<file path="config.mk">
export PLATFORM = sky130hd
export DESIGN_NAME = serial_bank_switch_mapper
export DESIGN_NICKNAME = d
export VERILOG_FILES = /design/src/sbsm_pkg.sv /design/src/serial_bank_switch_mapper.sv /design/src/sbsm_decode.sv
export SDC_FILE = /design/constraint.sdc
export NUM_CORES = 1
export LEC_CHECK = 0
export ABC_AREA = 1
export BUFFER_PORTS_ARGS = -buffer_cell sky130_fd_sc_hd__buf_2
export CORE_UTILIZATION = 51
export DETAILED_ROUTE_END_ITERATION = 10
export PLACE_DENSITY = 0.81
export SLEW_MARGIN = 20
export SYNTH_ARGS = -nofsm -noshare
export SYNTH_HDL_FRONTEND = slang
export SYNTH_SLANG_ARGS = --single-unit
</file>
<file path="constraint.sdc">
create_clock -name clk_i -period 2.7 [get_ports clk_i]
set_clock_uncertainty 0.1 [all_clocks]
set_input_delay 0.405 -clock clk_i [delete_from_list [all_inputs] [get_ports clk_i]]
set_output_delay 0.405 -clock clk_i [all_outputs]
set_load 0.1 [all_outputs]
</file>
<file path="src/sbsm_pkg.sv">
// Shared types, codes and reset values for the serial bank switch mapper.
package sbsm_pkg;

  // Bus event kinds carried on the input tuser field.
  typedef enum logic [2:0] {
    OP_CPU_READ    = 3'd0,
    OP_CPU_WRITE   = 3'd1,
    OP_VIDEO_READ  = 3'd2,
    OP_VIDEO_WRITE = 3'd3,
    OP_TICK        = 3'd4
  } sbsm_op_e;

  // Target memory codes of a result word.
  typedef enum logic [2:0] {
    TGT_OPEN = 3'd0,
    TGT_ZERO = 3'd1,
    TGT_PROM = 3'd2,
    TGT_SRAM = 3'd3,
    TGT_CROM = 3'd4,
    TGT_CRAM = 3'd5,
    TGT_NTBL = 3'd6,
    TGT_NONE = 3'd7
  } sbsm_target_e;

  // Configuration register indexes.
  typedef enum logic [1:0] {
    REG_BOARD_VARIANT = 2'd0,
    REG_CHR_ROM       = 2'd1,
    REG_CHR_RAM       = 2'd2,
    REG_UNUSED        = 2'd3
  } sbsm_reg_e;

  // Board variants with their own bank extensions.
  localparam logic [2:0] VAR_RAM_DISABLE = 3'd1;
  localparam logic [2:0] VAR_RAM_BIT3    = 3'd2;
  localparam logic [2:0] VAR_RAM_BITS32  = 3'd3;
  localparam logic [2:0] VAR_PRG_BIT4    = 3'd4;

  // Serial load: five bits make one register write, two ticks of holdoff.
  localparam logic [2:0] SHIFT_BITS    = 3'd5;
  localparam logic [1:0] HOLDOFF_TICKS = 2'd2;

  // Mirroring codes.
  localparam logic [1:0] MIR_SINGLE_LOW  = 2'd0;
  localparam logic [1:0] MIR_SINGLE_HIGH = 2'd1;
  localparam logic [1:0] MIR_VERTICAL    = 2'd2;
  localparam logic [1:0] MIR_HORIZONTAL  = 2'd3;

  typedef struct packed {
    logic [2:0] board_variant;
    logic       chr_rom_present;
    logic       chr_ram_present;
  } sbsm_cfg_t;

  typedef struct packed {
    logic [1:0] write_holdoff;
    logic [2:0] shift_count;
    logic [4:0] shift_value;
    logic [1:0] mirroring;
    logic       prg_fixed_half;
    logic       prg_16k_mode;
    logic       chr_4k_mode;
    logic [4:0] chr_bank_low;
    logic [4:0] chr_bank_high;
    logic [3:0] prg_bank;
    logic       save_ram_off;
  } sbsm_state_t;

  typedef struct packed {
    sbsm_target_e target;
    logic [18:0]  mapped_address;
    logic         write_strobe;
  } sbsm_result_t;

  localparam sbsm_state_t STATE_RESET = '{
    write_holdoff:  2'd0,
    shift_count:    3'd0,
    shift_value:    5'd0,
    mirroring:      2'd0,
    prg_fixed_half: 1'b1,
    prg_16k_mode:   1'b1,
    chr_4k_mode:    1'b0,
    chr_bank_low:   5'd0,
    chr_bank_high:  5'd1,
    prg_bank:       4'd0,
    save_ram_off:   1'b0
  };

endpackage

</file>
<file path="src/serial_bank_switch_mapper.sv">
// Top level of the serial bank switch mapper: stream ports, APB registers and result register.
//
// Channel   Direction  Contents
// s_axis    in         bus event word: address, write data; kind in tuser
// m_axis    out        result word: mapped address; target and strobe in tuser
// apb       in/out     board variant, character ROM and character RAM fitted
//
// One word is accepted per cycle; its result appears in the output register on
// the next cycle. The decode is a single pass of combinational logic between the
// mapper state and the result register.
// Reset is asynchronous and active low and puts the mapper in its power-on banking.
// When the output is stalled, a new word is taken only as the held result leaves.
module serial_bank_switch_mapper (
  input  logic        clk_i,
  input  logic        rst_ni,
  // Input words
  input  logic        s_axis_tvalid,
  output logic        s_axis_tready,
  input  logic [23:0] s_axis_tdata,   // [15:0] address, [23:16] write_data
  input  logic [2:0]  s_axis_tuser,   // [2:0] operation
  // Result words
  output logic        m_axis_tvalid,
  input  logic        m_axis_tready,
  output logic [23:0] m_axis_tdata,   // [18:0] mapped_address, [23:19] zero
  output logic [3:0]  m_axis_tuser,   // [2:0] target, [3] write_strobe
  // Configuration
  input  logic        psel,
  input  logic        penable,
  input  logic        pwrite,
  input  logic [3:0]  paddr,
  input  logic [31:0] pwdata,
  output logic [31:0] prdata,
  output logic        pready
);
  import sbsm_pkg::*;

  sbsm_cfg_t    cfg_q;
  sbsm_state_t  state_q;
  sbsm_state_t  state_d;
  sbsm_result_t res_d;
  sbsm_result_t res_q;
  logic         out_valid_q;
  logic         in_accept;
  logic         cfg_write;
  sbsm_reg_e    reg_sel;

  assign pready    = 1'b1;
  assign reg_sel   = sbsm_reg_e'(paddr[3:2]);
  assign cfg_write = psel && penable && pwrite && pready;

  // Configuration registers.
  always_ff @(posedge clk_i or negedge rst_ni) begin
    if (!rst_ni) begin
      cfg_q <= '{board_variant: 3'd0, chr_rom_present: 1'b1, chr_ram_present: 1'b0};
    end else if (cfg_write) begin
      case (reg_sel)
        REG_BOARD_VARIANT: cfg_q.board_variant   <= pwdata[2:0];
        REG_CHR_ROM:       cfg_q.chr_rom_present <= pwdata[0];
        REG_CHR_RAM:       cfg_q.chr_ram_present <= pwdata[0];
        default: begin
        end
      endcase
    end
  end

  // Register read back.
  always_comb begin
    case (reg_sel)
      REG_BOARD_VARIANT: prdata = {29'd0, cfg_q.board_variant};
      REG_CHR_ROM:       prdata = {31'd0, cfg_q.chr_rom_present};
      REG_CHR_RAM:       prdata = {31'd0, cfg_q.chr_ram_present};
      default:           prdata = 32'd0;
    endcase
  end

  // Decode of the incoming word against the current mapper state.
  sbsm_decode u_decode (
    .cfg_i   (cfg_q),
    .state_i (state_q),
    .op_i    (s_axis_tuser),
    .addr_i  (s_axis_tdata[15:0]),
    .data_i  (s_axis_tdata[23:16]),
    .state_o (state_d),
    .res_o   (res_d)
  );

  // A word enters when the result register is empty or being emptied.
  assign s_axis_tready = !out_valid_q || m_axis_tready;
  assign in_accept     = s_axis_tvalid && s_axis_tready;

  // Mapper state and result valid flag.
  always_ff @(posedge clk_i or negedge rst_ni) begin
    if (!rst_ni) begin
      state_q     <= STATE_RESET;
      out_valid_q <= 1'b0;
    end else begin
      if (in_accept) begin
        state_q <= state_d;
      end
      if (in_accept) begin
        out_valid_q <= 1'b1;
      end else if (m_axis_tready) begin
        out_valid_q <= 1'b0;
      end
    end
  end

  // Result payload register.
  always_ff @(posedge clk_i) begin
    if (in_accept) begin
      res_q <= res_d;
    end
  end

  assign m_axis_tvalid = out_valid_q;
  assign m_axis_tdata  = {5'd0, res_q.mapped_address};
  assign m_axis_tuser  = {res_q.write_strobe, res_q.target};

endmodule

</file>
<file path="src/sbsm_decode.sv">
// Access decode, address translation and serial register load for one bus event.
module sbsm_decode (
  input  sbsm_pkg::sbsm_cfg_t    cfg_i,
  input  sbsm_pkg::sbsm_state_t  state_i,
  input  logic [2:0]             op_i,
  input  logic [15:0]            addr_i,
  input  logic [7:0]             data_i,
  output sbsm_pkg::sbsm_state_t  state_o,
  output sbsm_pkg::sbsm_result_t res_o
);
  import sbsm_pkg::*;

  logic        sram_window;
  logic        sram_blocked;
  logic        rom_half;
  logic [4:0]  rom_bank;
  logic [1:0]  sram_bank;
  logic        chr_half;
  logic [4:0]  chr_bank;
  logic [18:0] rom_addr;
  logic [18:0] sram_addr;
  logic [18:0] chr_addr;
  logic [18:0] nt_addr;
  logic [4:0]  shift_next;
  logic [2:0]  count_next;

  // Program ROM bank: 32K mode pairs banks, 16K mode fixes one half.
  always_comb begin
    rom_half = addr_i[14];
    rom_bank = {1'b0, state_i.prg_bank[3:1], rom_half};
    if (state_i.prg_16k_mode) begin
      rom_bank = rom_half ? 5'h0f : 5'h00;
      if (rom_half != state_i.prg_fixed_half) begin
        rom_bank = {1'b0, state_i.prg_bank};
      end
    end
    if (cfg_i.board_variant == VAR_PRG_BIT4) begin
      rom_bank[4] = state_i.chr_bank_low[4];
    end
    rom_addr = {rom_bank, addr_i[13:0]};
  end

  // Save RAM bank from the low character bank on the larger boards.
  always_comb begin
    sram_bank = 2'd0;
    if (cfg_i.board_variant == VAR_RAM_BIT3) begin
      sram_bank = {1'b0, state_i.chr_bank_low[3]};
    end
    if (cfg_i.board_variant == VAR_RAM_BITS32 || cfg_i.board_variant == VAR_PRG_BIT4) begin
      sram_bank = state_i.chr_bank_low[3:2];
    end
    sram_addr    = {4'd0, sram_bank, addr_i[12:0]};
    sram_window  = (addr_i[15:13] == 3'b011);
    sram_blocked = (cfg_i.board_variant == VAR_RAM_DISABLE) && state_i.chr_bank_low[4];
  end

  // Character bank: 4K mode picks a register per half, 8K mode pairs banks.
  always_comb begin
    chr_half = addr_i[12];
    chr_bank = chr_half ? state_i.chr_bank_high : state_i.chr_bank_low;
    if (!state_i.chr_4k_mode) begin
      chr_bank = {state_i.chr_bank_low[4:1], chr_half};
    end
    chr_addr = {2'd0, chr_bank, addr_i[11:0]};
  end

  // Nametable mirroring selects address bit 10 of the internal RAM.
  always_comb begin
    case (state_i.mirroring)
      MIR_SINGLE_LOW:  nt_addr = {8'd0, 1'b0, addr_i[9:0]};
      MIR_SINGLE_HIGH: nt_addr = {8'd0, 1'b1, addr_i[9:0]};
      MIR_VERTICAL:    nt_addr = {8'd0, addr_i[10], addr_i[9:0]};
      MIR_HORIZONTAL:  nt_addr = {8'd0, addr_i[11], addr_i[9:0]};
      default:         nt_addr = {8'd0, 1'b0, addr_i[9:0]};
    endcase
  end

  // Event decode and state update.
  always_comb begin
    state_o    = state_i;
    res_o      = '{target: TGT_NONE, mapped_address: 19'd0, write_strobe: 1'b0};
    shift_next = {data_i[0], state_i.shift_value[4:1]};
    count_next = state_i.shift_count + 3'd1;
    case (sbsm_op_e'(op_i))
      OP_CPU_READ: begin
        if (sram_window) begin
          if (sram_blocked) begin
            res_o.target = TGT_OPEN;
          end else if (state_i.save_ram_off) begin
            res_o.target = TGT_ZERO;
          end else begin
            res_o.target         = TGT_SRAM;
            res_o.mapped_address = sram_addr;
          end
        end else if (addr_i[15]) begin
          res_o.target         = TGT_PROM;
          res_o.mapped_address = rom_addr;
        end else begin
          res_o.target = TGT_OPEN;
        end
      end
      OP_CPU_WRITE: begin
        if (sram_window) begin
          if (!sram_blocked && !state_i.save_ram_off) begin
            res_o.target         = TGT_SRAM;
            res_o.mapped_address = sram_addr;
            res_o.write_strobe   = 1'b1;
          end
        end else if (addr_i[15] && state_i.write_holdoff == 2'd0) begin
          // Serial register load; a set bit 7 restarts the sequence.
          state_o.write_holdoff = HOLDOFF_TICKS;
          if (data_i[7]) begin
            state_o.shift_count    = 3'd0;
            state_o.prg_16k_mode   = 1'b1;
            state_o.prg_fixed_half = 1'b1;
          end else begin
            state_o.shift_value = shift_next;
            state_o.shift_count = count_next;
            if (count_next >= SHIFT_BITS) begin
              state_o.shift_count = 3'd0;
              case (addr_i[14:13])
                2'd0: begin
                  state_o.mirroring      = shift_next[1:0];
                  state_o.prg_fixed_half = shift_next[2];
                  state_o.prg_16k_mode   = shift_next[3];
                  state_o.chr_4k_mode    = shift_next[4];
                end
                2'd1: state_o.chr_bank_low  = shift_next;
                2'd2: state_o.chr_bank_high = shift_next;
                default: begin
                  state_o.prg_bank     = shift_next[3:0];
                  state_o.save_ram_off = shift_next[4];
                end
              endcase
            end
          end
        end
      end
      OP_VIDEO_READ: begin
        if (addr_i[13]) begin
          res_o.target         = TGT_NTBL;
          res_o.mapped_address = nt_addr;
        end else if (cfg_i.chr_rom_present) begin
          res_o.target         = TGT_CROM;
          res_o.mapped_address = chr_addr;
        end else if (cfg_i.chr_ram_present) begin
          res_o.target         = TGT_CRAM;
          res_o.mapped_address = chr_addr;
        end else begin
          res_o.target = TGT_ZERO;
        end
      end
      OP_VIDEO_WRITE: begin
        if (addr_i[13]) begin
          res_o.target         = TGT_NTBL;
          res_o.mapped_address = nt_addr;
          res_o.write_strobe   = 1'b1;
        end else if (cfg_i.chr_ram_present) begin
          res_o.target         = TGT_CRAM;
          res_o.mapped_address = chr_addr;
          res_o.write_strobe   = 1'b1;
        end
      end
      OP_TICK: begin
        if (state_i.write_holdoff != 2'd0) begin
          state_o.write_holdoff = state_i.write_holdoff - 2'd1;
        end
      end
      default: begin
      end
    endcase
  end

endmodule

</file>
Word-level counts from Yosys, hierarchy flattened
Cells that the tools add are included.
- memories: 0
- bits in read-only memories: 0
- latch bits: 0
- register bits after elaboration: 59
- word-level logic and storage cells: 120
- input port bits: 70
- memory bits (writable): 0
- shifts and indexed selects: 0
- $mul: 0
- eq/ne operators: 20
- multiplexer cells: 43
- bitwise gates (word level): 3
- $add $sub $neg: 2
- reduce and logical (&&, ||, !) cells: 33
- $lt $le $gt $ge: 1
- divide/modulo/power cells: 0
- operators by type and width (cell ; count):
    $mux W22 ; 4
    $pmux W22 S4 ; 1
    $pmux W19 S4 ; 1
    $mux W30 ; 2
    $mux W23 ; 2
    $mux W5 ; 8
    $mux W19 ; 2
    $reduce_and A7 Y1 ; 4
    $mux W21 ; 1
    $mux W20 ; 1
    $mux W17 ; 1
    $mux W16 ; 1
    $eq A3 B2 Y1 const B ; 5
    $mux W15 ; 1
    $mux W2 ; 6
    $reduce_and A5 Y1 ; 2
    $reduce_bool A2 Y1 ; 5
    $mux W3 ; 3
    $pmux W3 S3 ; 1
    $eq A2 B2 Y1 const B ; 4
    $logic_not A2 Y1 ; 4
    $mux W7 ; 1
    $eq A2 B1 Y1 const B ; 3
    $eq A3 B1 Y1 const B ; 2
    20 further kinds ; 37

Logic depth before layout (Yosys ltp)
- depth in word-level cells: 8
- gate-level depth with buffers: 9

Modules after synthesis
Synthesis repeated with hierarchy kept, for this count alone.
- cells, all modules: 635
- area total of the unflattened synthesis: 4391.7 um^2
- modules (own cells, without submodules) (module ; area an instance (um^2) ; cells each ; sequential area each (um^2) ; times used):
    serial_bank_switch_mapper ; 2474.9 ; 234 ; 1596.5 ; 1
    sbsm_decode ; 1916.8 ; 401 ; 0.0 ; 1

Worst setup path before layout
Ideal clock, no wire load.
- path type: reg-to-reg
- from: register out_valid_q (netlist: m_axis_tvalid)
- to: register state_q[6] (netlist bit)
- required time: 2.534 ns
- period minus slack after synthesis: 2.566 ns
- slack: 0.134 ns
- cell stages (with the launch flop): 7
- path buffers: 1
- arrival: 2.400 ns
- path through: dfrtp_1 a21oi_2 nand2_2 nor3_4 buf_4 nand3_1 nand2_1
- longest elaborated chain between the ends: 4
- ends and longest elaborated chain (element ; RTL line ; text):
    start, declared ; serial_bank_switch_mapper.sv:42 ; logic out_valid_q;
    start signal, assigned ; serial_bank_switch_mapper.sv:95 ; out_valid_q <= 1'b0;
    start signal, assigned ; serial_bank_switch_mapper.sv:101 ; out_valid_q <= 1'b1;
    start signal, assigned ; serial_bank_switch_mapper.sv:103 ; out_valid_q <= 1'b0;
    $logic_not A1 Y1 ; serial_bank_switch_mapper.sv:88 ; assign s_axis_tready = !out_valid_q || m_axis_tready;
    $logic_or A1 B1 Y1 ; serial_bank_switch_mapper.sv:88 ;
    $logic_and A1 B1 Y1 ; serial_bank_switch_mapper.sv:89 ; assign in_accept = s_axis_tvalid && s_axis_tready;
    named net in_accept ; serial_bank_switch_mapper.sv:43 ; logic in_accept;
    $reduce_and A7 Y1 (no line) ; n/a ;
    end signal, assigned ; serial_bank_switch_mapper.sv:98 ; state_q <= state_d;
    end, declared ; serial_bank_switch_mapper.sv:38 ; sbsm_state_t state_q;
The timed path passes the listed nets, and every way through them passes these cells.
A chain may end at the register's enable or synchronous reset.

Worst setup path in the final report
- from: register cfg_q[0] (netlist bit)
- to: output prdata[0]
- longest elaborated chain between the ends: 1
- ends and longest elaborated chain (element ; RTL line ; text):
    start, declared ; serial_bank_switch_mapper.sv:37 ; sbsm_cfg_t cfg_q;
    start signal, assigned ; serial_bank_switch_mapper.sv:54 ; cfg_q <= '{board_variant: 3'd0, chr_rom_present: 1'b1, chr_ram_present: 1'b0};
    $pmux W3 S3 ; serial_bank_switch_mapper.sv:68 ; case (reg_sel)
    end, declared ; serial_bank_switch_mapper.sv:32 ; output logic [31:0] prdata,
No other way between the ends.

==> metrics.md <==
| Metric | Value |
|---|---|
| Slew margin rel. | `47.82%` |
| H-tree levels | `3` |
| Die area | `roughly 7800 um2` |
| Worst Setup End Kind | `primary output` |
| Xor and xnor area share after synthesis | `less than 1%` |
| Clock sinks | `58` |
| FF-to-FF Start | `state_q[28]` |
| First-pass GRT wire length | `~15,000 um` |
| Largest net degree at the start of global routing | `36` |
| Switching power of the nets | `1.150 mW` |
| Row count | `31` |
| Fmax | `around 0.44 GHz` |
| I/O Buffers | `60` |
| Post-Synthesis Cells | `490` |
| Clock share of power | `28.7%` |
| DRC | `0` |
| Status | `finished clean` |
| Most common cell after layout, fill and taps aside | `nand2_1` |
| Setup TNS | `0 ns` |
| FF+latch count, synth | `58` |
| Final Critical Period | `about 2.3 ns` |
| CTS max path bufs | `2` |
| Register area share after synthesis | `41.33%` |
| Worst-margin pin slew | `slightly below 0.8 ns` |
| Yosys top cell by area | `dfrtp_1` |
| Setup WS post-layout | `0.4179 ns` |
| CP Data Required Time | `between 2 and 2.5 ns` |
| Maxcap violations | `0` |
| Router iterations before antenna repair | `5` |
| Sequential power share | `slightly below 40%` |
| Synthesized cell area | `3802 um2` |
| Fin. max-slew vios | `0` |
| Worst reg2reg endpoint | `state_q[18]` |
| Commonest non-fill, non-tap cells in the layout | `85 x nand2_1, 60 x buf_2, 56 x inv_1` |
| Startpoint types | `flip-flop` |
| RSZ-0062 raised after global routing | `no` |
| Dpl hpwl | `around 6200 um` |
| CTS clk-pin slew, worst paths | `0.07 ns` |
| Number of global-route vias before repair | `3,170` |
| Final ANT Viol Nets | `0` |
| Die Y-Extent | `88.35 um` |
| Syn. warnings | `0` |
| Average size of a mapped cell | `between 7 and 8 um2` |
| Critical path type | `reg2out` |
| Hold Buf Count CTS | `0` |
| Number of diodes | `0` |
| Core box area | `roughly 7200 um2` |
| Layout fillers | `659` |
| Setup Buffers After CTS | `0` |
| Placer congestion estimate | `0.8402` |
| Post-CTS sizing | `0` |
| Setup slack, reg-to-reg | `0.64 ns` |
| Pint | `1.573 mW` |
| Sw Ratio | `42.24%` |
| Clock tree root driver cell | `clkbuf_8` |
| Pwr dens | `648.1 nW/um2` |
| Initial DRC count | `approximately 320` |
| Routed WL per cell | `14.13 um` |
| Aggregate global-route resource usage | `between 20% and 30%` |
| Count of cell types in the netlist | `37` |
| Part of the cycle the worst path needs | `84.52%` |
| TritonCTS Buffers | `9` |
| CTS tree | `built` |
| Share of post-route cells with drive strength above 1 | `18.98%` |
| Worst-Skew Late Latency | `0.35 ns` |
| Layout area overhead | `10.50%` |
| Synth Area in Simple Gates | `26.32%` |
| Comb pwr share | `31.5%` |
| Post-synthesis adder-cell area fraction | `0.9872%` |
| Post-synthesis mux area share | `0%` |
| Maximum VDD drop | `388.1 uV` |
| Gr ovfl total | `0` |
| R2R cell count | `9` |
| Initial antenna violation count | `0` |
| Vias | `approximately 3,600` |
| Starting density of the core | `52.71%` |
| Vias per cell | `around 5.5` |
| Leak Pwr | `2.045 nW` |
| Final nets | `616` |
| Pre-CTS setup slack | `0.4855 ns` |
| Total Routed Length | `a little over 9000 um` |
| Crit path DAT | `1.78 ns` |
| Synth top area share | `20.40%` |
| Setup Viol. Count Final | `0` |
| Die Wd | `88.35 um` |
| Final hold vios | `0` |
| Area contributors post-synth | `dfrtp_1 20%, edfxtp_1 18%, nand2_1 8.4%` |
| I/O pins | `between 100 and 150` |
| Compound-Gate Fraction of Synth Area | `15.47%` |
| Worst Hold Class | `in2async` |
| Crit-path max FO | `16` |
| Largest family of logic cells by synthesized area | `simple AND/OR/NAND/NOR gates` |
layer usage:
layer  track usage (%)  routed length [um]
met1             30.41                3615
met2             39.79                4499
met3             6.716                 769
met4             12.32                 258
met5                 0                   0
through the flow:
| step | cell area [um2] | hold slack [ns] | power [mW] | util, % | instances |
|---|---|---|---|---|---|
| floorplan | 3926 | 0.009409 | 1.840 | - | 523 |
| global placement | 4013 | 0.3531 | 1.925 | 55.62 | 631 |
| detailed placement | 4013 | 0.3541 | 1.947 | 55.62 | 631 |
| CTS | 4202 | 0.04529 | 2.721 | 58.24 | 647 |
| global route | 4202 | 0.08617 | 2.840 | 58.24 | 647 |
| finish | 4202 | 0.03330 | 2.723 | 58.24 | 647 |
area by class of cell:
cell class / count / area (um2) / area share [%]
tap: 99 / 123.9 / 2.948
inverter: 62 / 235.2 / 5.599
multi-input combinational: 350 / 1767 / 42.05
sequential: 58 / 1572 / 37.40
clock buffer: 12 / 166.4 / 3.961
timing repair buffer: 62 / 315.3 / 7.504
clock inverter: 4 / 22.52 / 0.5360
how the worst max path moves through the flow:
stage,slack [ns],endpoint,cells past startpoint,startpoint
after detailed placement,0.49,m_axis_tdata[14],6,s_axis_tdata[13]
after global routing,0.36,prdata[0],3,cfg_q[0]
after global placement,0.49,state_q[11],6,s_axis_tdata[13]
after CTS,0.43,prdata[0],3,cfg_q[0]
after floorplan,0.13,state_q[6],6,m_axis_tvalid
final,0.42,prdata[0],3,cfg_q[0]
sequential cells by signal, indices dropped and copies added, names as in the netlist:
register       cells
state_q           29
m_axis_tvalid      1
m_axis_tdata      19
m_axis_tuser       4
cfg_q              5
power groups by stage:
stage | clock network [mW] | logic [mW] | registers (mW)
after global routing | 0.827 | 0.916 | 1.10
after global placement | 0 | 0.829 | 1.10
after CTS | 0.788 | 0.851 | 1.08
after detailed placement | 0 | 0.848 | 1.10
final | 0.781 | 0.858 | 1.08
after floorplan | 0 | 0.613 | 1.23
cells in the mapped netlist:
cell	n
buf_4	39
a21oi_1	12
nand2_4	1
inv_4	1
o211ai_1	16
nand2_2	5
clkbuf_1	8
ha_1	3
nand2_1	85
edfxtp_1	23
a31oi_1	10
nor3_1	3
nor4_4	2
nor3_4	1
nand3_4	2
conb_1	2
and3_1	1
buf_2	6
inv_1	56
nor2_1	34
a21oi_2	1
o22ai_2	1
xor2_1	1
o21ai_1	10
nor4_1	1
dfrtp_1	31
a211oi_1	1
o21ai_0	49
nand4_1	12
nand3b_1	2
o22ai_1	2
inv_2	5
o2111ai_1	1
nor2_2	3
nand3_1	55
or2_2	1
dfstp_2	4
worst max-delay path, cell delays in order (launching register included):
cell and delay [ns]:
dfrtp_1 0.73, nand3_1 0.14, o211ai_1 0.11, buf_2 0.45
logic make-up after synthesis:
| group | count (synthesis) |
|---|---|
| AO/OA/AOI/OAI | 103 |
| XOR/XNOR | 1 |
| adder cells (fa/ha/maj) | 3 |
| buffers and inverters | 115 |
| flip-flops | 58 |
| other | 2 |
| AND/OR/NAND/NOR | 208 |
(Power assumes the default switching activity.)
